### src/sv/sdspi_pkg.sv
// Shared definitions for the SD card SPI-mode command responder.
// Holds opcodes, command numbers, R1 and status codes, and the CRC7 helpers.
// Used by sd_spi_command_responder; depends on nothing else.
package sdspi_pkg;

	// Block addressing.
	localparam int BLOCK_ADDR_WIDTH = 32;
	localparam logic [31:0] ADDR_MASK = 32'((64'd1 << BLOCK_ADDR_WIDTH) - 64'd1);

	// Input opcodes, carried on the input tuser.
	localparam logic [1:0] OP_COMMAND   = 2'd0;
	localparam logic [1:0] OP_DATA_SLOT = 2'd1;
	localparam logic [1:0] OP_READ_FAIL = 2'd2;

	// Result kinds, carried on the output tuser.
	localparam logic [1:0] KIND_BYTE     = 2'd0;
	localparam logic [1:0] KIND_FETCH    = 2'd1;
	localparam logic [1:0] KIND_SEND_CID = 2'd2;
	localparam logic [1:0] KIND_SEND_CSD = 2'd3;

	// Transfer mode of the card.
	typedef enum logic [1:0] {
		XFER_IDLE  = 2'd0,
		XFER_CID   = 2'd1,
		XFER_CSD   = 2'd2,
		XFER_BLOCK = 2'd3
	} mode_t;

	// Command numbers.
	localparam logic [5:0] CMD_GO_IDLE      = 6'd0;
	localparam logic [5:0] CMD_SEND_IF_COND = 6'd8;
	localparam logic [5:0] CMD_SEND_CSD     = 6'd9;
	localparam logic [5:0] CMD_SEND_CID     = 6'd10;
	localparam logic [5:0] CMD_STOP         = 6'd12;
	localparam logic [5:0] CMD_SEND_STATUS  = 6'd13;
	localparam logic [5:0] CMD_READ_SINGLE  = 6'd17;
	localparam logic [5:0] CMD_READ_MULTI   = 6'd18;
	localparam logic [5:0] CMD_WRITE_SINGLE = 6'd24;
	localparam logic [5:0] CMD_WRITE_MULTI  = 6'd25;
	localparam logic [5:0] CMD_ERASE_START  = 6'd32;
	localparam logic [5:0] CMD_ERASE_END    = 6'd33;
	localparam logic [5:0] CMD_ERASE        = 6'd38;
	localparam logic [5:0] CMD_APP_CMD      = 6'd55;
	localparam logic [5:0] CMD_READ_OCR     = 6'd58;
	localparam logic [5:0] CMD_CRC_ON_OFF   = 6'd59;
	localparam logic [5:0] ACMD_SET_WR_ERASE = 6'd23;
	localparam logic [5:0] ACMD_SEND_OP_COND = 6'd41;

	// R1 response codes.
	localparam logic [7:0] R1_READY     = 8'h00;
	localparam logic [7:0] R1_IDLE      = 8'h01;
	localparam logic [7:0] R1_ERASE_CLR = 8'h02;
	localparam logic [7:0] R1_ILLEGAL   = 8'h04;
	localparam logic [7:0] R1_CRC_ERR   = 8'h08;
	localparam logic [7:0] R1_PARAM_ERR = 8'h40;

	// Status byte codes.
	localparam logic [7:0] ST_READY        = 8'h00;
	localparam logic [7:0] ST_WRITE_PROT   = 8'h01;
	localparam logic [7:0] ST_ERROR        = 8'h04;
	localparam logic [7:0] ST_WP_VIOLATION = 8'h20;
	localparam logic [7:0] ST_OUT_OF_RANGE = 8'h80;

	// Fixed response bytes.
	localparam logic [7:0]  FILL_BYTE    = 8'hff;
	localparam logic [7:0]  IF_COND_BYTE = 8'hf0;
	localparam logic [31:0] OCR_VALUE    = 32'hffffff01;
	localparam logic [7:0]  START_BITS   = 8'h40;

	// Response line: up to seven bytes per command.
	localparam int RESP_MAX = 7;
	typedef logic [RESP_MAX-1:0][7:0] resp_bytes_t;

	// CRC7 over the 40-bit command frame body (start bits, index, argument).
	localparam int CRC_MSG_W = 40;
	typedef logic [CRC_MSG_W-1:0][6:0] crc7_cols_t;

	// Bit-serial reference form, used only to build the column table.
	function automatic logic [6:0] crc7_serial(input logic [CRC_MSG_W-1:0] msg);
		logic [6:0] crc;
		logic       fb;
		crc = 7'd0;
		for (int b = CRC_MSG_W - 1; b >= 0; b--) begin
			fb  = msg[b] ^ crc[6];
			crc = {crc[5:0], 1'b0};
			if (fb) begin
				crc = crc ^ 7'h09;
			end
		end
		return crc;
	endfunction

	// The CRC is linear, so each message bit contributes a fixed column.
	function automatic crc7_cols_t crc7_columns();
		crc7_cols_t cols;
		for (int i = 0; i < CRC_MSG_W; i++) begin
			cols[i] = crc7_serial(CRC_MSG_W'(1) << i);
		end
		return cols;
	endfunction

	localparam crc7_cols_t CRC7_COLS = crc7_columns();

	// Parallel form: XOR of the columns of the set bits.
	function automatic logic [6:0] crc7_parallel(input logic [CRC_MSG_W-1:0] msg);
		logic [6:0] crc;
		crc = 7'd0;
		for (int i = 0; i < CRC_MSG_W; i++) begin
			crc = crc ^ (CRC7_COLS[i] & {7{msg[i]}});
		end
		return crc;
	endfunction

endpackage

### src/sv/sd_spi_command_responder.sv
// Card-side SD SPI-mode command responder for a read-only card, top level.
// Registers the input beat, decodes it in one pass and serializes the results.
// Depends on sdspi_pkg.

// Each input beat is one event: a checked command frame, a free data slot or
// a storage read failure. An input beat is taken into the input register in
// any cycle in which that register is empty or is being handed on, so beats
// may arrive back to back. The decode works combinationally on the input register
// and loads the result line: a command gives three to seven output beats (two
// 0xFF fillers, R1 and any extra bytes) or none if it is a bad frame during a
// transfer, a data slot at most one, a failure none. Output beats leave one per
// cycle while m_tready is high, and the next beat that has results waits for the
// last beat of the burst ahead of it; beats with no result pass the decode without
// waiting. The last output beat of each input carries tlast. block_capacity is written on the cfg
// channel, which is always ready, and must only be written while idle.
module sd_spi_command_responder (
	input  logic        clk,
	input  logic        arst_n,
	// Configuration: block_capacity.
	input  logic        cfg_valid,
	output logic        cfg_ready,
	input  logic [31:0] cfg_data,
	// Input stream.
	input  logic        s_tvalid,
	output logic        s_tready,
	input  logic [47:0] s_tdata,  // command_index[5:0], argument[37:6], crc_byte[45:38], 0
	input  logic [1:0]  s_tuser,  // opcode[1:0]
	// Output stream.
	output logic        m_tvalid,
	input  logic        m_tready,
	output logic [39:0] m_tdata,  // data_byte[7:0], block_number[39:8]
	output logic [1:0]  m_tuser,  // kind[1:0]
	output logic        m_tlast
);

	// Configuration register.
	logic [31:0] block_capacity_q;

	// Input register.
	logic        valid_s1;
	logic [1:0]  op_s1;
	logic [5:0]  cmd_s1;
	logic [31:0] arg_s1;
	logic [7:0]  crc_s1;

	// Card state.
	sdspi_pkg::mode_t mode_q, mode_d;
	logic [7:0]  status_q, status_d;
	logic        app_pend_q, app_pend_d;
	logic [31:0] blocks_rem_q, blocks_rem_d;
	logic [31:0] next_block_q, next_block_d;
	logic        crc_en_q, crc_en_d;
	logic        host_hc_q, host_hc_d;

	// Result line.
	logic [2:0]             rem_q;
	sdspi_pkg::resp_bytes_t bytes_q;
	logic [1:0]             kind_q;
	logic [31:0]            blk_q;

	// Decode results.
	logic [2:0]             res_n;
	sdspi_pkg::resp_bytes_t res_bytes;
	logic [1:0]             res_kind;
	logic [31:0]            res_blk;

	logic       crc_ok;
	logic       arg_oor;
	logic       next_oor;
	logic       beat_out;
	logic       out_free;
	logic       advance;
	logic [6:0] crc_calc;

	// Handshakes: the decode hands on when the result line is free or the
	// event gives no result.
	assign cfg_ready = 1'b1;
	assign beat_out  = m_tvalid && m_tready;
	assign out_free  = !m_tvalid || (beat_out && m_tlast);
	assign advance   = valid_s1 && (out_free || (res_n == 3'd0));
	assign s_tready  = !valid_s1 || advance;

	// Output beat.
	assign m_tvalid = (rem_q != 3'd0);
	assign m_tlast  = (rem_q == 3'd1);
	assign m_tdata  = {blk_q, bytes_q[0]};
	assign m_tuser  = kind_q;

	// Frame check and range checks.
	assign crc_calc = sdspi_pkg::crc7_parallel({sdspi_pkg::START_BITS[7:6], cmd_s1, arg_s1});
	assign crc_ok   = (crc_s1 == {crc_calc, 1'b1});
	assign arg_oor  = (arg_s1 >= block_capacity_q) || (arg_s1 > sdspi_pkg::ADDR_MASK);
	assign next_oor = (next_block_q >= block_capacity_q) ||
	                  (next_block_q > sdspi_pkg::ADDR_MASK);

	// Event decode: results and next card state.
	always_comb begin
		mode_d       = mode_q;
		status_d     = status_q;
		app_pend_d   = app_pend_q;
		blocks_rem_d = blocks_rem_q;
		next_block_d = next_block_q;
		crc_en_d     = crc_en_q;
		host_hc_d    = host_hc_q;
		res_n        = 3'd0;
		res_bytes    = '0;
		res_kind     = sdspi_pkg::KIND_BYTE;
		res_blk      = 32'd0;
		case (op_s1)
			sdspi_pkg::OP_COMMAND: begin
				// A bad frame during a transfer is dropped without a reply.
				if (crc_ok || (mode_q == sdspi_pkg::XFER_IDLE)) begin
					res_bytes[0] = sdspi_pkg::FILL_BYTE;
					res_bytes[1] = sdspi_pkg::FILL_BYTE;
					res_n        = 3'd3;
					if (!crc_ok) begin
						res_bytes[2] = sdspi_pkg::R1_CRC_ERR;
					end else if (app_pend_q) begin
						app_pend_d = 1'b0;
						case (cmd_s1)
							sdspi_pkg::ACMD_SET_WR_ERASE: begin
								status_d     = sdspi_pkg::ST_WP_VIOLATION |
								               sdspi_pkg::ST_WRITE_PROT;
								res_bytes[2] = sdspi_pkg::R1_ERASE_CLR;
							end
							sdspi_pkg::ACMD_SEND_OP_COND: begin
								status_d     = sdspi_pkg::ST_READY;
								host_hc_d    = arg_s1[30];
								res_bytes[2] = sdspi_pkg::R1_READY;
							end
							default: begin
								res_bytes[2] = sdspi_pkg::R1_ILLEGAL;
							end
						endcase
					end else begin
						case (cmd_s1) inside
							sdspi_pkg::CMD_GO_IDLE: begin
								status_d     = sdspi_pkg::ST_READY;
								res_bytes[2] = sdspi_pkg::R1_IDLE;
							end
							sdspi_pkg::CMD_SEND_IF_COND: begin
								status_d     = sdspi_pkg::ST_READY;
								res_bytes[2] = sdspi_pkg::R1_READY;
								res_bytes[3] = 8'h00;
								res_bytes[4] = 8'h00;
								res_bytes[5] = sdspi_pkg::IF_COND_BYTE;
								res_bytes[6] = arg_s1[7:0];
								res_n        = 3'd7;
							end
							sdspi_pkg::CMD_SEND_CSD, sdspi_pkg::CMD_SEND_CID: begin
								mode_d       = (cmd_s1 == sdspi_pkg::CMD_SEND_CSD) ?
								               sdspi_pkg::XFER_CSD : sdspi_pkg::XFER_CID;
								blocks_rem_d = 32'd0;
								status_d     = sdspi_pkg::ST_READY;
								res_bytes[2] = sdspi_pkg::R1_READY;
							end
							sdspi_pkg::CMD_STOP: begin
								mode_d       = sdspi_pkg::XFER_IDLE;
								blocks_rem_d = 32'd0;
								status_d     = sdspi_pkg::ST_READY;
								res_bytes[2] = sdspi_pkg::R1_READY;
							end
							sdspi_pkg::CMD_SEND_STATUS: begin
								res_bytes[2] = sdspi_pkg::R1_READY;
								res_bytes[3] = status_q;
								res_n        = 3'd4;
							end
							sdspi_pkg::CMD_READ_SINGLE, sdspi_pkg::CMD_READ_MULTI: begin
								next_block_d = arg_s1;
								if (arg_oor) begin
									mode_d       = sdspi_pkg::XFER_IDLE;
									blocks_rem_d = 32'd0;
									status_d     = sdspi_pkg::ST_OUT_OF_RANGE;
									res_bytes[2] = sdspi_pkg::R1_PARAM_ERR;
								end else begin
									mode_d       = sdspi_pkg::XFER_BLOCK;
									blocks_rem_d = (cmd_s1 == sdspi_pkg::CMD_READ_SINGLE) ?
									               32'd1 : 32'hffffffff;
									status_d     = sdspi_pkg::ST_READY;
									res_bytes[2] = sdspi_pkg::R1_READY;
								end
							end
							sdspi_pkg::CMD_WRITE_SINGLE, sdspi_pkg::CMD_WRITE_MULTI,
							sdspi_pkg::CMD_ERASE_START, sdspi_pkg::CMD_ERASE_END,
							sdspi_pkg::CMD_ERASE: begin
								status_d     = sdspi_pkg::ST_WP_VIOLATION |
								               sdspi_pkg::ST_WRITE_PROT;
								res_bytes[2] = sdspi_pkg::R1_ERASE_CLR;
							end
							sdspi_pkg::CMD_APP_CMD: begin
								app_pend_d   = 1'b1;
								res_bytes[2] = sdspi_pkg::R1_READY;
							end
							sdspi_pkg::CMD_READ_OCR: begin
								res_bytes[2] = sdspi_pkg::R1_READY;
								res_bytes[3] = sdspi_pkg::OCR_VALUE[31:24];
								res_bytes[4] = sdspi_pkg::OCR_VALUE[23:16];
								res_bytes[5] = sdspi_pkg::OCR_VALUE[15:8];
								res_bytes[6] = sdspi_pkg::OCR_VALUE[7:0];
								res_n        = 3'd7;
							end
							sdspi_pkg::CMD_CRC_ON_OFF: begin
								crc_en_d     = (arg_s1 != 32'd0);
								res_bytes[2] = sdspi_pkg::R1_READY;
							end
							default: begin
								res_bytes[2] = sdspi_pkg::R1_ILLEGAL;
							end
						endcase
					end
				end
			end
			sdspi_pkg::OP_DATA_SLOT: begin
				case (mode_q)
					sdspi_pkg::XFER_CID, sdspi_pkg::XFER_CSD: begin
						res_n    = 3'd1;
						res_kind = (mode_q == sdspi_pkg::XFER_CID) ?
						           sdspi_pkg::KIND_SEND_CID : sdspi_pkg::KIND_SEND_CSD;
						mode_d   = sdspi_pkg::XFER_IDLE;
					end
					sdspi_pkg::XFER_BLOCK: begin
						if (blocks_rem_q != 32'd0) begin
							blocks_rem_d = blocks_rem_q - 32'd1;
							if (next_oor) begin
								// A read that runs off the card stops without a beat.
								status_d     = sdspi_pkg::ST_OUT_OF_RANGE;
								blocks_rem_d = 32'd0;
								mode_d       = sdspi_pkg::XFER_IDLE;
							end else begin
								status_d     = sdspi_pkg::ST_READY;
								res_n        = 3'd1;
								res_kind     = sdspi_pkg::KIND_FETCH;
								res_blk      = next_block_q;
								next_block_d = (next_block_q + 32'd1) & sdspi_pkg::ADDR_MASK;
							end
						end else begin
							mode_d = sdspi_pkg::XFER_IDLE;
						end
					end
					default: begin
					end
				endcase
			end
			sdspi_pkg::OP_READ_FAIL: begin
				status_d     = sdspi_pkg::ST_ERROR;
				blocks_rem_d = 32'd0;
				mode_d       = sdspi_pkg::XFER_IDLE;
			end
			default: begin
			end
		endcase
	end

	// Configuration register.
	always_ff @(posedge clk or negedge arst_n) begin
		if (!arst_n) begin
			block_capacity_q <= 32'd0;
		end else if (cfg_valid && cfg_ready) begin
			block_capacity_q <= cfg_data;
		end
	end

	// Input register control.
	always_ff @(posedge clk or negedge arst_n) begin
		if (!arst_n) begin
			valid_s1 <= 1'b0;
		end else if (s_tready) begin
			valid_s1 <= s_tvalid;
		end
	end

	// Input register payload.
	always_ff @(posedge clk) begin
		if (s_tvalid && s_tready) begin
			op_s1  <= s_tuser;
			cmd_s1 <= s_tdata[5:0];
			arg_s1 <= s_tdata[37:6];
			crc_s1 <= s_tdata[45:38];
		end
	end

	// Card state update, one event per hand-on.
	always_ff @(posedge clk or negedge arst_n) begin
		if (!arst_n) begin
			mode_q       <= sdspi_pkg::XFER_IDLE;
			status_q     <= sdspi_pkg::ST_READY;
			app_pend_q   <= 1'b0;
			blocks_rem_q <= 32'd0;
			next_block_q <= 32'd0;
			crc_en_q     <= 1'b0;
			host_hc_q    <= 1'b0;
		end else if (advance) begin
			mode_q       <= mode_d;
			status_q     <= status_d;
			app_pend_q   <= app_pend_d;
			blocks_rem_q <= blocks_rem_d;
			next_block_q <= next_block_d;
			crc_en_q     <= crc_en_d;
			host_hc_q    <= host_hc_d;
		end
	end

	// Result line count: load a fresh burst or count down per beat.
	always_ff @(posedge clk or negedge arst_n) begin
		if (!arst_n) begin
			rem_q <= 3'd0;
		end else if (advance && (res_n != 3'd0)) begin
			rem_q <= res_n;
		end else if (beat_out) begin
			rem_q <= rem_q - 3'd1;
		end
	end

	// Result line payload: the current byte always sits at the bottom.
	always_ff @(posedge clk) begin
		if (advance && (res_n != 3'd0)) begin
			bytes_q <= res_bytes;
			kind_q  <= res_kind;
			blk_q   <= res_blk;
		end else if (beat_out) begin
			bytes_q <= {8'h00, bytes_q[sdspi_pkg::RESP_MAX-1:1]};
		end
	end

endmodule

### config.mk
export PLATFORM = sky130hd
export DESIGN_NAME = sd_spi_command_responder
export DESIGN_NICKNAME = d
export VERILOG_FILES = /design/src/sv/sdspi_pkg.sv /design/src/sv/sd_spi_command_responder.sv
export SDC_FILE = /design/constraint.sdc
export NUM_CORES = 1
export LEC_CHECK = 0
export ABC_CLOCK_PERIOD_IN_PS = 6800
export BUFFER_PORTS_ARGS = -buffer_cell sky130_fd_sc_hd__buf_2
export CORE_UTILIZATION = 46
export DETAILED_ROUTE_END_ITERATION = 12
export PLACE_DENSITY = 0.7
export SYNTH_ARGS = -nofsm -noshare
export SYNTH_HDL_FRONTEND = slang
export SYNTH_SLANG_ARGS = --single-unit
### constraint.sdc
create_clock -name clk -period 6.8 [get_ports clk]
set_input_delay 0 -clock clk [delete_from_list [all_inputs] [get_ports clk]]
set_output_delay 0 -clock clk [all_outputs]
set_load 0.02 [all_outputs]
======== Word level (Yosys, flattened, before mapping) ========
Cells that the tools add are included.
storage, ports and cells
  input bits .............................. 87
  output and inout bits ................... 46
  flip-flop bits (word level) ............. 249
cells by class
  add/sub/neg operators ................... 3
  eq/ne operators ......................... 43
  magnitude comparators ................... 4
  bitwise operators ....................... 41
  reductions and logical operators ........ 33
  muxes and demuxes ....................... 128
operators by type and width
  operator               number
  $mux 32                28
  $mux 8                 31
  $mux 56                4
  $mux 24                7
  $xor 7x7->7            16
  $pmux 32 s3            1
  $xor 7x6->7            10
  $ge 32x32->1           2
  $gt 32x32->1 const B   2
  $pmux 32 s2            1
  $mux 3                 18
  $eq 6x6->1 const B     7
  $mux 17                2
  $add 32x1->32 const B  1
  $reduce_bool 32->1     1
  $sub 32x1->32 const B  1
  $eq 6x4->1 const B     5
  $eq 6x5->1 const B     5
  $xor 7x5->7            4
  $mux 2                 13
  $pmux 8 s3             1
  $ne 2x2->1 const B     11
  $reduce_and 11->1      2
  $pmux 8 s2             1
  40 further kinds       78

======== Depth between registers and ports, before layout ========
Gate-level depths: netlist of run 1.
  depth in word-level cells ............... 47
  mapped depth ............................ 14

======== Least setup slack after synthesis of run 1 ========
Ideal clock, no wire load.
  kind .................................... register to register
  from .................................... register blocks_rem_q[0]
  to ...................................... register arg_s1[0], enable pin
  library setup time ...................... 459 ps
  clock period less this slack ............ 5137 ps
  path buffers ............................ 1
  stages on the path, launching flop included .. 13
  data arrival time ....................... 4678 ps
  setup slack ............................. 1663 ps
  cells stage by stage .................... dfrtp_1 inv_1 ha_1 or3b_4 or4_4 nor4_4 nand2_1 or3b_1 buf_4 o21bai_1 nand2_1 a21oi_1 nor2b_1
on the way
  word-level cells in the longest chain between the ends .. 9
RTL lines
  item                      line                             text
  start: declaration        sd_spi_command_responder.sv:50   logic [31:0] blocks_rem_q, blocks_rem_d;
  start signal: assignment  sd_spi_command_responder.sv:296  blocks_rem_q <= blocks_rem_d;
  $reduce_bool 32->1        sd_spi_command_responder.sv:222  if (blocks_rem_q != 32'd0) begin
  $mux 1                    sd_spi_command_responder.sv:222
  $pmux 1 s2                sd_spi_command_responder.sv:214  case (mode_q)
  $pmux 3 s2                sd_spi_command_responder.sv:109  case (op_s1)
  $logic_not 3->1           sd_spi_command_responder.sv:80   assign advance = valid_s1 && (out_free || (res_n == 3'd0));
  $logic_or 1x1->1          sd_spi_command_responder.sv:80
  $logic_and 1x1->1         sd_spi_command_responder.sv:80
  $logic_or 1x1->1          sd_spi_command_responder.sv:81   assign s_tready = !valid_s1 || advance;
  $logic_and 1x1->1         sd_spi_command_responder.sv:274  if (s_tvalid && s_tready) begin
  end signal: assignment    sd_spi_command_responder.sv:277  arg_s1 <= s_tdata[37:6];
  end: declaration          sd_spi_command_responder.sv:43   logic [31:0] arg_s1;
Every way passes these cells.
A chain may end at the register's enable or synchronous reset.

======== Worst setup path in the final report of run 1 ========
  from .................................... register blocks_rem_q[0]
  to ...................................... register crc_s1[0], enable pin
on the way
  word-level cells in the longest chain between the ends .. 9
RTL lines
  item                    line                             text
  $reduce_bool 32->1      sd_spi_command_responder.sv:222
  $mux 1                  sd_spi_command_responder.sv:222
  $pmux 1 s2              sd_spi_command_responder.sv:214
  $pmux 3 s2              sd_spi_command_responder.sv:109
  $logic_not 3->1         sd_spi_command_responder.sv:80
  $logic_or 1x1->1        sd_spi_command_responder.sv:80
  $logic_and 1x1->1       sd_spi_command_responder.sv:80
  $logic_or 1x1->1        sd_spi_command_responder.sv:81
  $logic_and 1x1->1       sd_spi_command_responder.sv:274
  end signal: assignment  sd_spi_command_responder.sv:278  crc_s1 <= s_tdata[45:38];
  end: declaration        sd_spi_command_responder.sv:44   logic [7:0] crc_s1;
Every way passes these cells.

==> results.md, run 1 <==
- Post-synth top flop: edfxtp_1
- Pin count of the biggest net entering global routing: 65
- Ant. Diodes: 0
- Class of the most critical hold timing path: in2async
- Transition time at the pin with the least slew margin: 1240 ps
- Number of maximum-capacitance violations: 0
- Endpoint type of the worst setup path: flip-flop
- Top-Level Pins: approximately 130
- Antenna violations before repair: 0
- Met1 demand-to-capacity share in global routing: between 30% and 40%
- Unrepaired setup endpoints after global routing: false
- Ratio of final minimum period to clock period: roughly two thirds
- Fraction of registers with async set/reset: a little over two fifths
- Count of fill cells added during filler insertion: roughly 2500
- Number of enable-type register cells in the synthesized netlist: approximately 140
- Worst-path maximum fanout: 26
- Width of the die: 173 µm
- Synthesized area per cell: between 10 and 15 µm²
- Area Growth Syn to Fin: 19.2%
- Clk root buf: clkbuf_16
- Met2 track demand over resource: a little over a third
- Distinct cell type count after synthesis: between 60 and 70
- Max_slew headroom: between 10% and 20%
- TritonCTS clock tree: yes
- Maximum root-to-sink buffer count: 3
- Sink Count: approximately 240
- Most utilized layer in the global route result: met2
- Count of port buffers added during placement: roughly 130
- Total of endpoints with negative setup slack in the final report: 0
- Count of instances resized after the clock tree is built: 0
- Insertion delay to the later sink of the worst-skew pair: about 560 ps
- Highest-count cells in the layout ignoring fill and taps: nand2_1 (151), edfxtp_1 (138), buf_2 (128), o21ai_0 (118), a21oi_1 (114)
- CTS H-tree lvls: 1
- Min Tclk post-route: ~4600 ps
- Number of max-slew violations in the final report: 0
- Post-CTS repair timing setup buffer count: 0
- Number of synthesized register bits: roughly 240
- Total area of multi-input combinational cells: between 0.006 and 0.007 mm²
- Skew final: 23.9 ps
- Effective utilization at floorplan: 46.7%
- Worst Path Arrival: approximately 4800 ps
- Worst hold margin: roughly 69 ps
- Source of the critical timing path: blocks_rem_q[0]$_DFFE_PN0P_
- Crit path kind: reg2reg
- Num CTS Buffers: 28
- FF/Latch Area: around 0.0068 mm²
- Hold Fails Final Rpt: 0
- Post-detailed-routing wire length: roughly 34000 µm
- DRC violations left: 0
- Full die area: 0.0298 mm²
- Clk pin slew, worst setup/hold paths: roughly 60 ps
- Post-synthesis cell count: ~1300
- Via count: 10700
- Global-route met3 utilization: around 2.7%
- DP HPWL: roughly 23000 µm
- Post-synth design cell area: 0.0134 mm²
- Chip height: between 150 and 200 µm
- Maximum clock rate: approximately 220 MHz
- Core Area: between 0.02 and 0.03 mm²
- Last weighted congestion value of the routability-driven placer: a little over 0.9
- Reg-to-reg critical path startpoint: blocks_rem_q[0]$_DFFE_PN0P_
- Data required time of the critical path: between 6000 and 7000 ps
- Iteration count of the initial detailed-routing pass: 5
- Highest ir drop seen on vdd: between 0.2 and 0.25 mV
- Aggregate negative setup slack: 0 ps
- Final ANT Viol Nets: 0
- Fraction of layout cells with a size suffix above 1: a little over an eighth
- Final global-route overflow total: 0
- Violation count after the first detailed-route iteration: slightly below 1000
- Standard-cell rows: slightly above 60
- Count of warnings emitted by yosys: 0
- Vias in the first global route: between 10000 and 15000
- Leak pwr: ~6.7 nW
- Smallest setup slack after layout: roughly 2200 ps
- Overall track demand over capacity in global routing: 22.6%
- Status: completed
- Worst-case setup slack after placement: 2260 ps
- Hold_buf cts: 83
- Register area share after synthesis: 50.7%
- Post-DR wirelength/cell: ~18 µm
- Most common cell after layout, fill and taps aside: nand2_1
- Net count, final: about 1700
- Startpoint type of the worst setup path: flip-flop
- Wire length of the first global-routing pass: roughly 54000 µm
- Number of nets produced by synthesis: between 1000 and 1500
- Average vias per placed instance: between 5 and 6
- PwrDens: 350 mW/mm²
[cell families after synthesis]
group           count (synthesis)  synth area share, %
buf+inv                       136                 4.40
simple gates                  451                 16.6
flops                         244                 50.7
other cells                     1               0.0280
fa+ha+maj                      75                 7.01
xor+xnor                       73                 5.72
compound gates                344                 14.8
mux                             9                0.701
[path summary, 6_finish.rpt]
kind | cells after the start | end | slack (ps)
max | 12 | crc_s1[0]$_DFFE_PP_ | 2220
min | 2 | valid_s1$_DFFE_PN0P_ | 70
max reg2reg | 12 | crc_s1[0]$_DFFE_PP_ | 2220
min reg2reg | 2 | bytes_q[43]$_DFFE_PP_ | 500
min in group clk | 3 | block_capacity_q[1]$_DFFE_PN0P_ | 120
max in group asynchronous | 3 | blocks_rem_q[19]$_DFFE_PN0P_ | 5510
[final cells by class]
cell class / count / share of cell area (%)
Clock buffer: 34 / 4.66
Clock inverter: 18 / 0.792
Inverter: 62 / 1.46
Multi-Input combinational cell: 953 / 37.8
Sequential cell: 244 / 42.6
Tap cell: 384 / 3.01
Timing Repair Buffer: 221 / 9.69
[flip-flops by register name, indices dropped and copies added (netlist names), 2 cells and up]
signal and count:
next_block_q 32, blocks_rem_q 32, m_tdata 8, m_tuser 2, arg_s1 32, block_capacity_q 32
status_q 3, op_s1 2, bytes_q 48, rem_q 3, cmd_s1 6, mode_q 2
blk_q 32, crc_s1 8
[cell usage after synthesis, drive strengths merged, types with 2 or more instances]
master,n,area share [%]
nand2,152,4.3
edfxtp,138,31
o21ai,129,4.8
a21oi,114,4.3
dfrtp,106,20
nor2,79,2.2
ha,75,7.0
inv,62,1.7
xnor2,54,3.5
clkbuf,49,1.4
and2,42,2.0
nor3,41,1.6
nand3,31,1.2
a21o,30,1.7
buf,25,1.3
nor4,22,1.1
o22ai,20,0.93
nand4,17,0.79
a31oi,15,0.70
and3,14,0.65
nand2b,14,0.65
nor2b,10,0.47
xor2,10,0.65
or2,8,0.37
or3,8,0.37
or4,7,0.42
xnor3,7,1.2
mux2i,6,0.45
o21a,6,0.34
a211oi,4,0.32
o21bai,4,0.22
mux2,3,0.25
o2111ai,3,0.20
o31ai,3,0.17
a22o,2,0.13
and4b,2,0.15
nor4b,2,0.24
o211ai,2,0.11
or3b,2,0.15
xor3,2,0.35
[per-layer routing]
layer | share of wire (%) | wire length [µm]
met1 | 46 | 15500
met2 | 46 | 15500
met3 | 6.0 | 2040
met4 | 2.2 | 755
met5 | 0 | 0
[critical path, stage by stage, from the launching register on]
cell and delay, ps:
dfrtp_1 380, inv_1 110, ha_1 210, or3b_4 420
or4_4 530, nor4_4 390, nand2_1 150, or3b_1 440
o21bai_1 180, nand2_1 130, a21oi_1 150, nor2b_4 630
buf_4 490
[through the flow]
stage | power, mW | std cells | util, % | area [µm²]
floorplan | 3.66 | 1333 | - | 13400
global placement | 4.04 | 1781 | 49.7 | 14300
detailed placement | 4.12 | 1781 | 49.7 | 14300
CTS | 5.59 | 1916 | 55.6 | 16000
global route | 5.94 | 1916 | 55.6 | 16000
finish | 5.58 | 1916 | 55.6 | 16000
[power breakdown]
part	internal [mW]	total, mW	leakage (nW)	switching [mW]
Clock	0.816	1.43	0.418	0.613
Sequential	2.01	2.37	2.63	0.355
Combinational	0.775	1.78	3.68	1.01
Total	3.60	5.58	6.73	1.98
Note: power is estimated with default switching activity, not from simulation.
==> run 2, diff against run 1 <==
--- a/config.mk
+++ b/config.mk
@@ -5,11 +5,11 @@
 export SDC_FILE = /design/constraint.sdc
 export NUM_CORES = 1
 export LEC_CHECK = 0
-export ABC_CLOCK_PERIOD_IN_PS = 6800
+export ABC_CLOCK_PERIOD_IN_PS = 3700
 export BUFFER_PORTS_ARGS = -buffer_cell sky130_fd_sc_hd__buf_2
 export CORE_UTILIZATION = 46
 export DETAILED_ROUTE_END_ITERATION = 12
-export PLACE_DENSITY = 0.7
+export PLACE_DENSITY = 0.72
 export SYNTH_ARGS = -nofsm -noshare
 export SYNTH_HDL_FRONTEND = slang
 export SYNTH_SLANG_ARGS = --single-unit
==> constraint.sdc (replaced) <==
create_clock -name clk -period 3.7 [get_ports clk]
set_input_delay 0 -clock clk [delete_from_list [all_inputs] [get_ports clk]]
set_output_delay 0 -clock clk [all_outputs]
set_load 0.02 [all_outputs]
==> results.md, run 2 (same netlist as run 1, synthesis figures left out) <==
- Highest ir drop seen on vdd: 0.393 mV
- Via count: between 10000 and 15000
- Slowest Stage Delay on Critical Path: between 500 and 600 ps
- Class of the most critical hold timing path: in2async
- Data required time of the critical path: approximately 3700 ps
- Power share of the combinational group: 33.6%
- Number of max-slew violations in the final report: 0
- Slowest CP cell: a2111o_1
- Clk pin slew, worst setup/hold paths: 60 ps
- Share of power burned in registers: between 40% and 50%
- Smallest setup slack after layout: about 230 ps
- Chip height: ~170 µm
- Met1 demand-to-capacity share in global routing: between 30% and 40%
- Max_slew headroom: 29.8%
- Antenna violations before repair: 0
- DP HPWL: around 24000 µm
- Overall track demand over capacity in global routing: about a quarter
- Final global-route overflow total: 0
- Insertion delay to the later sink of the worst-skew pair: 530 ps
- Endpoint type of the worst setup path: primary output
- Width of the die: between 150 and 200 µm
- Switching Share: approximately a third
- Final ANT Viol Nets: 0
- CTS H-tree lvls: 1
- Aggregate negative setup slack: 0 ps
- Crit path kind: reg2out
- Most flop-heavy register: bytes_q
- Number of maximum-capacitance violations: 0
- Num CTS Buffers: 27
- Iteration count of the initial detailed-routing pass: 5
- P_sw: ~3.6 mW
- Post-CTS repair timing setup buffer count: 0
- Core Area: between 0.02 and 0.03 mm²
- Most common cell after layout, fill and taps aside: nand2_1
- Startpoint type of the worst setup path: flip-flop
- Worst-case setup slack after placement: approximately 150 ps
- DRC violations left: 0
- Violation count after the first detailed-route iteration: 905
- Leak pwr: between 6 and 7 nW
- Effective utilization at floorplan: between 40 and 50%
- Vias in the first global route: 10500
- Largest delay share family, worst path: compound AO/OA/AOI/OAI gates
- Buf/Inv on CP: 2
- Global-route met3 utilization: 3.06%
- Status: completed
- Sink Count: around 240
- Clk root buf: clkbuf_16
- Ant. Diodes: 0
- Maximum clock rate: ~290 MHz
- Worst Path Arrival: ~3500 ps
- Internal power component: 6.83 mW
- Total area of multi-input combinational cells: 0.00606 mm²
- Worst-path maximum fanout: 6
- Area Growth Syn to Fin: 22.6%
- Met2 track demand over resource: 38.1%
- Maximum root-to-sink buffer count: 3
- Count of fill cells added during filler insertion: 2444
- Number of flip-flops under the largest register name: 48
- Post-DR wirelength/cell: between 15 and 20 µm
- Total of endpoints with negative setup slack in the final report: 0
- Highest-count cells in the layout ignoring fill and taps: nand2_1 (151), edfxtp_1 (138), buf_2 (128), o21ai_0 (118), a21oi_1 (113)
- Average vias per placed instance: 5.57
- TritonCTS clock tree: yes
- Clk pwr share: 25.2%
- Pin count of the biggest net entering global routing: 86
- Last weighted congestion value of the routability-driven placer: roughly 0.93
- Min Tclk post-route: between 3000 and 4000 ps
- FF/Latch Area: approximately 0.0068 mm²
- Count of port buffers added during placement: between 100 and 150
- Skew final: 7.55 ps
- Hold Fails Final Rpt: 0
- Ratio of final minimum period to clock period: between 90% and 100%
- Transition time at the pin with the least slew margin: ~1000 ps
- Full die area: 0.0298 mm²
- Crit path cell chain: ha_1, a21oi_1, o21a_1, o21ai_0, a2111o_1, or3b_4, o21bai_2, nand2_1, a21oi_2, inv_1, buf_2
- Net count, final: 1710
- Post-detailed-routing wire length: roughly 35000 µm
- Unrepaired setup endpoints after global routing: false
- Wire length of the first global-routing pass: about 56000 µm
- Most utilized layer in the global route result: met2
- PwrDens: ~640 mW/mm²
- Fraction of layout cells with a size suffix above 1: between 15 and 20%
- Top-Level Pins: between 100 and 150
- Standard-cell rows: a little over 60
[run 2: cell count changes in the layout (fill, tap and decap cells not counted), moves of 2 or more]
cell        change
buf_12         +11
buf_4          +28
clkbuf_1        +2
clkbuf_16       -2
clkbuf_8        +5
clkinv_2        -4
clkinv_4        -2
clkinvlp_4      -3
[run 2: worst min-delay path, cell delays in order]
cell and delay [ps]:
dlygate4sd3_1 520, buf_4 170, buf_12 210
[run 2: layout make-up]
| cell class | instances | area share [%] |
|---|---|---|
| multi-input combinational | 953 | 36.9 |
| timing repair buffer | 260 | 12.0 |
| tap | 384 | 2.93 |
| inverter | 62 | 1.42 |
| clock buffer | 39 | 4.69 |
| sequential | 244 | 41.4 |
| clock inverter | 10 | 0.587 |
[run 2: worst paths after layout]
check	from	end	slack, ps	cells after the start
max	next_block_q[23]$_DFFE_PN0P_	s_tready	230	11
min	arst_n	blocks_rem_q[14]$_DFFE_PN0P_	20	3
max reg2reg	next_block_q[23]$_DFFE_PN0P_	next_block_q[0]$_DFFE_PN0P_	240	11
min reg2reg	blocks_rem_q[9]$_DFFE_PN0P_	blocks_rem_q[9]$_DFFE_PN0P_	500	2
max in group asynchronous	arst_n	block_capacity_q[20]$_DFFE_PN0P_	3070	3
min in group clk	cfg_valid	block_capacity_q[2]$_DFFE_PN0P_	140	3
[run 2: metal layers]
metal  routed length (µm)  up-vias
li1                     -     5202
met1                15300     5235
met2                16300      386
met3                 2180       58
met4                  888        0
met5                    0        -
[run 2: power by group through the flow]
| stage | clock [mW] | sequential (mW) | combinational (mW) |
|---|---|---|---|
| after global routing | 2.77 | 4.40 | 3.93 |
| after CTS | 2.69 | 4.29 | 3.49 |
| after detailed placement | 0 | 4.34 | 3.39 |
| after floorplan | 0 | 4.15 | 2.57 |
| after global placement | 0 | 4.31 | 3.27 |
| final | 2.64 | 4.31 | 3.52 |
[run 2: repair_timing]
action                                 CTS  global route
endpoints found under the hold margin  149             0
hold buffers                            84             0
setup endpoints to repair                1           111
gates cloned                             0             0
resized for setup                        1             4
[run 2: metrics by stage]
| stage | cell area, µm² | hold slack [ps] | std cells | total power [mW] | util (%) |
|---|---|---|---|---|---|
| after global placement | 14700 | -19.8 | 1819 | 7.58 | 51.1 |
| after floorplan | 13400 | -296 | 1333 | 6.72 | - |
| after global routing | 16400 | 35.1 | 1952 | 11.1 | 57.2 |
| after detailed placement | 14700 | -18.8 | 1819 | 7.73 | 51.1 |
| final | 16400 | 23.9 | 1952 | 10.5 | 57.2 |
| after CTS | 16400 | 20.5 | 1952 | 10.5 | 57.1 |
==> run 3, diff against run 2 <==
--- a/config.mk
+++ b/config.mk
@@ -6,7 +6,7 @@
 export NUM_CORES = 1
 export LEC_CHECK = 0
 export ABC_CLOCK_PERIOD_IN_PS = 3700
-export BUFFER_PORTS_ARGS = -buffer_cell sky130_fd_sc_hd__buf_2
+export BUFFER_PORTS_ARGS = -buffer_cell sky130_fd_sc_hd__buf_4
 export CORE_UTILIZATION = 46
 export DETAILED_ROUTE_END_ITERATION = 12
 export PLACE_DENSITY = 0.72
==> results.md, run 3 (same netlist as run 1, synthesis figures left out) <==
- Total of endpoints with negative setup slack in the final report: 0
- Vias in the first global route: 10700
- Endpoint type of the worst setup path: primary output
- Maximum root-to-sink buffer count: 3
- Standard-cell rows: 62
- Post-CTS repair timing setup buffer count: 0
- Wire length of the first global-routing pass: 55600 µm
- Effective utilization at floorplan: between 40% and 50%
- Depth of the worst register-to-register path: 12
- Worst Path Arrival: around 3500 ps
- Data required time of the critical path: roughly 3700 ps
- DP HPWL: around 24000 µm
- Chip height: around 170 µm
- Post-DR wirelength/cell: roughly 18 µm
- Worst hold stages: 2
- Area Growth Syn to Fin: 26.7%
- Num CTS Buffers: 27
- Iteration count of the initial detailed-routing pass: 6
- Ant. Diodes: 0
- Count of port buffers added during placement: approximately 130
- Reg-to-reg critical path endpoint: m_tdata[0]$_DFFE_PP_
- Reg-to-reg critical path startpoint: blocks_rem_q[0]$_DFFE_PN0P_
- Net count, final: 1736
- Last weighted congestion value of the routability-driven placer: roughly 0.90
- Most flop-heavy register: bytes_q
- Sink Count: ~240
- Class of the most critical hold timing path: in2reg
- Clk root buf: clkbuf_16
- Status: finished, violations left
- Slowest CP cell: o311a_2
- Min Tclk post-route: approximately 3500 ps
- Insertion delay to the later sink of the worst-skew pair: 540 ps
- Startpoint type of the worst setup path: flip-flop
- Aggregate negative setup slack: 0 ps
- Hold Fails Final Rpt: 1
- Top-Level Pins: about 130
- PwrDens: 621 mW/mm²
- Violation count after the first detailed-route iteration: 1020
- Highest ir drop seen on vdd: roughly 0.36 mV
- Ratio of final minimum period to clock period: 95.1%
- Source of the critical timing path: next_block_q[13]$_DFFE_PN0P_
- Number of max-slew violations in the final report: 0
- Worst-path maximum fanout: 11
- Violated checks: hold timing
- DRC violations left: 0
- Max_slew headroom: ~45%
- Full die area: 0.0298 mm²
- Core Area: approximately 0.029 mm²
- TritonCTS clock tree: yes
- Unrepaired setup endpoints after global routing: false
- Antenna violations before repair: 0
- Clk pin slew, worst setup/hold paths: 60 ps
- Width of the die: 173 µm
- Fraction of layout cells with a size suffix above 1: 15.4%
- Maximum clock rate: between 200 and 300 MHz
- Placed cell areas: approximately 0.015 mm²
- Crit path kind: reg2out
- Post-detailed-routing wire length: 34800 µm
- Design area: between 0.015 and 0.02 mm²
- Overall track demand over capacity in global routing: 23.3%
- Worst hold margin: -1.59 ps
- Worst Hold Endpoint: block_capacity_q[8]$_DFFE_PN0P_
- Hold Startpoint: cfg_valid
- Crit path cell chain: ha_1, and3_1, o21ai_1, nor2_1, a22o_1, o311a_2, o21bai_2, nand2_1, a21oi_2, inv_1, buf_4
- Number of maximum-capacitance violations: 0
- Transition time at the pin with the least slew margin: 824 ps
- Flop2flop setup slack: 200 ps
- Via count: 11000
- Final global-route overflow total: 0
- Average vias per placed instance: 5.55
- Highest-count cells in the layout ignoring fill and taps: buf_4 (168), nand2_1 (151), edfxtp_1 (138), o21ai_0 (116), a21oi_1 (113)
- CTS H-tree lvls: 1
- Number of flip-flops under the largest register name: 48
- Pin count of the biggest net entering global routing: between 80 and 90
- Leak pwr: between 7 and 8 nW
- Slowest Stage Delay on Critical Path: 510 ps
- Most common cell after layout, fill and taps aside: buf_4
- Skew final: about 13 ps
- Final ANT Viol Nets: 0
[run 3: cell count changes in the layout (fill, tap and decap cells not counted), moves of 2 or more]
cell / change
buf_2: -128
clkinv_1: +2
clkbuf_8: -5
dlygate4sd3_1: +26
o21ai_1: +2
clkbuf_1: -3
buf_12: -2
nor3_2: -2
buf_4: +130
clkinv_4: +2
o21ai_0: -2
[run 3: layout make-up]
| type | count | area (µm²) |
|---|---|---|
| sequential | 244 | 6800 |
| inverter | 62 | 233 |
| multi-input combinational | 953 | 6070 |
| clock inverter | 18 | 173 |
| clock buffer | 31 | 691 |
| timing repair buffer | 286 | 2530 |
| fill | 2411 | 11700 |
| tap | 384 | 480 |
[run 3: how the worst max path moves through the flow]
stage                             end  slack (ps)
3_5_place_dp     arg_s1[11]$_DFFE_PP_          70
4_1_cts                      s_tready          30
3_3_place_gp     arg_s1[10]$_DFFE_PP_         160
6_report                     s_tready         180
2_1_floorplan  blk_q[0]$_SDFFCE_PN0N_          50
5_1_grt          m_tdata[1]$_DFFE_PP_           6
[run 3: worst max-delay path, delay by kind of cell (launching register included)]
kind / cells / cell delay [ps]
buffers and inverters: 2 / 250
AO/OA/AOI/OAI: 5 / 1570
AND/OR/NAND/NOR: 3 / 370
adder cells (fa/ha/maj): 1 / 320
flip-flops: 1 / 450
[run 3: stage by stage]
stage	setup slack (ps)	utilization (%)	total power, mW	hold WS (ps)	instances
after floorplan	47.6	-	6.72	-296	1333
after global placement	163	52.2	7.64	127	1820
after detailed placement	65.4	52.2	7.78	126	1820
after CTS	26.8	59.1	10.5	0.0255	1978
after global routing	6.46	59.1	11.2	36.8	1978
final	180	59.1	10.5	-1.59	1978
[run 3: what timing repair did]
action	4_1_cts	5_1_grt
endpoints found under the setup margin	1	117
pin swaps	0	0
hold buffers	109	0
hold endpoints to repair	138	0
gates resized for setup	2	6
[run 3: routing by layer]
layer / track usage [%] / wire length, µm
met1: 31.4 / 14900
met2: 38.3 / 16400
met3: 4.49 / 2720
met4: 6.70 / 789
met5: 0 / 0
[run 3: where the power goes]
part	leakage [nW]	switching (mW)	internal (mW)	total [mW]
registers	2.63	0.594	3.69	4.29
logic	4.12	1.97	1.64	3.61
clock network	0.412	1.10	1.54	2.64
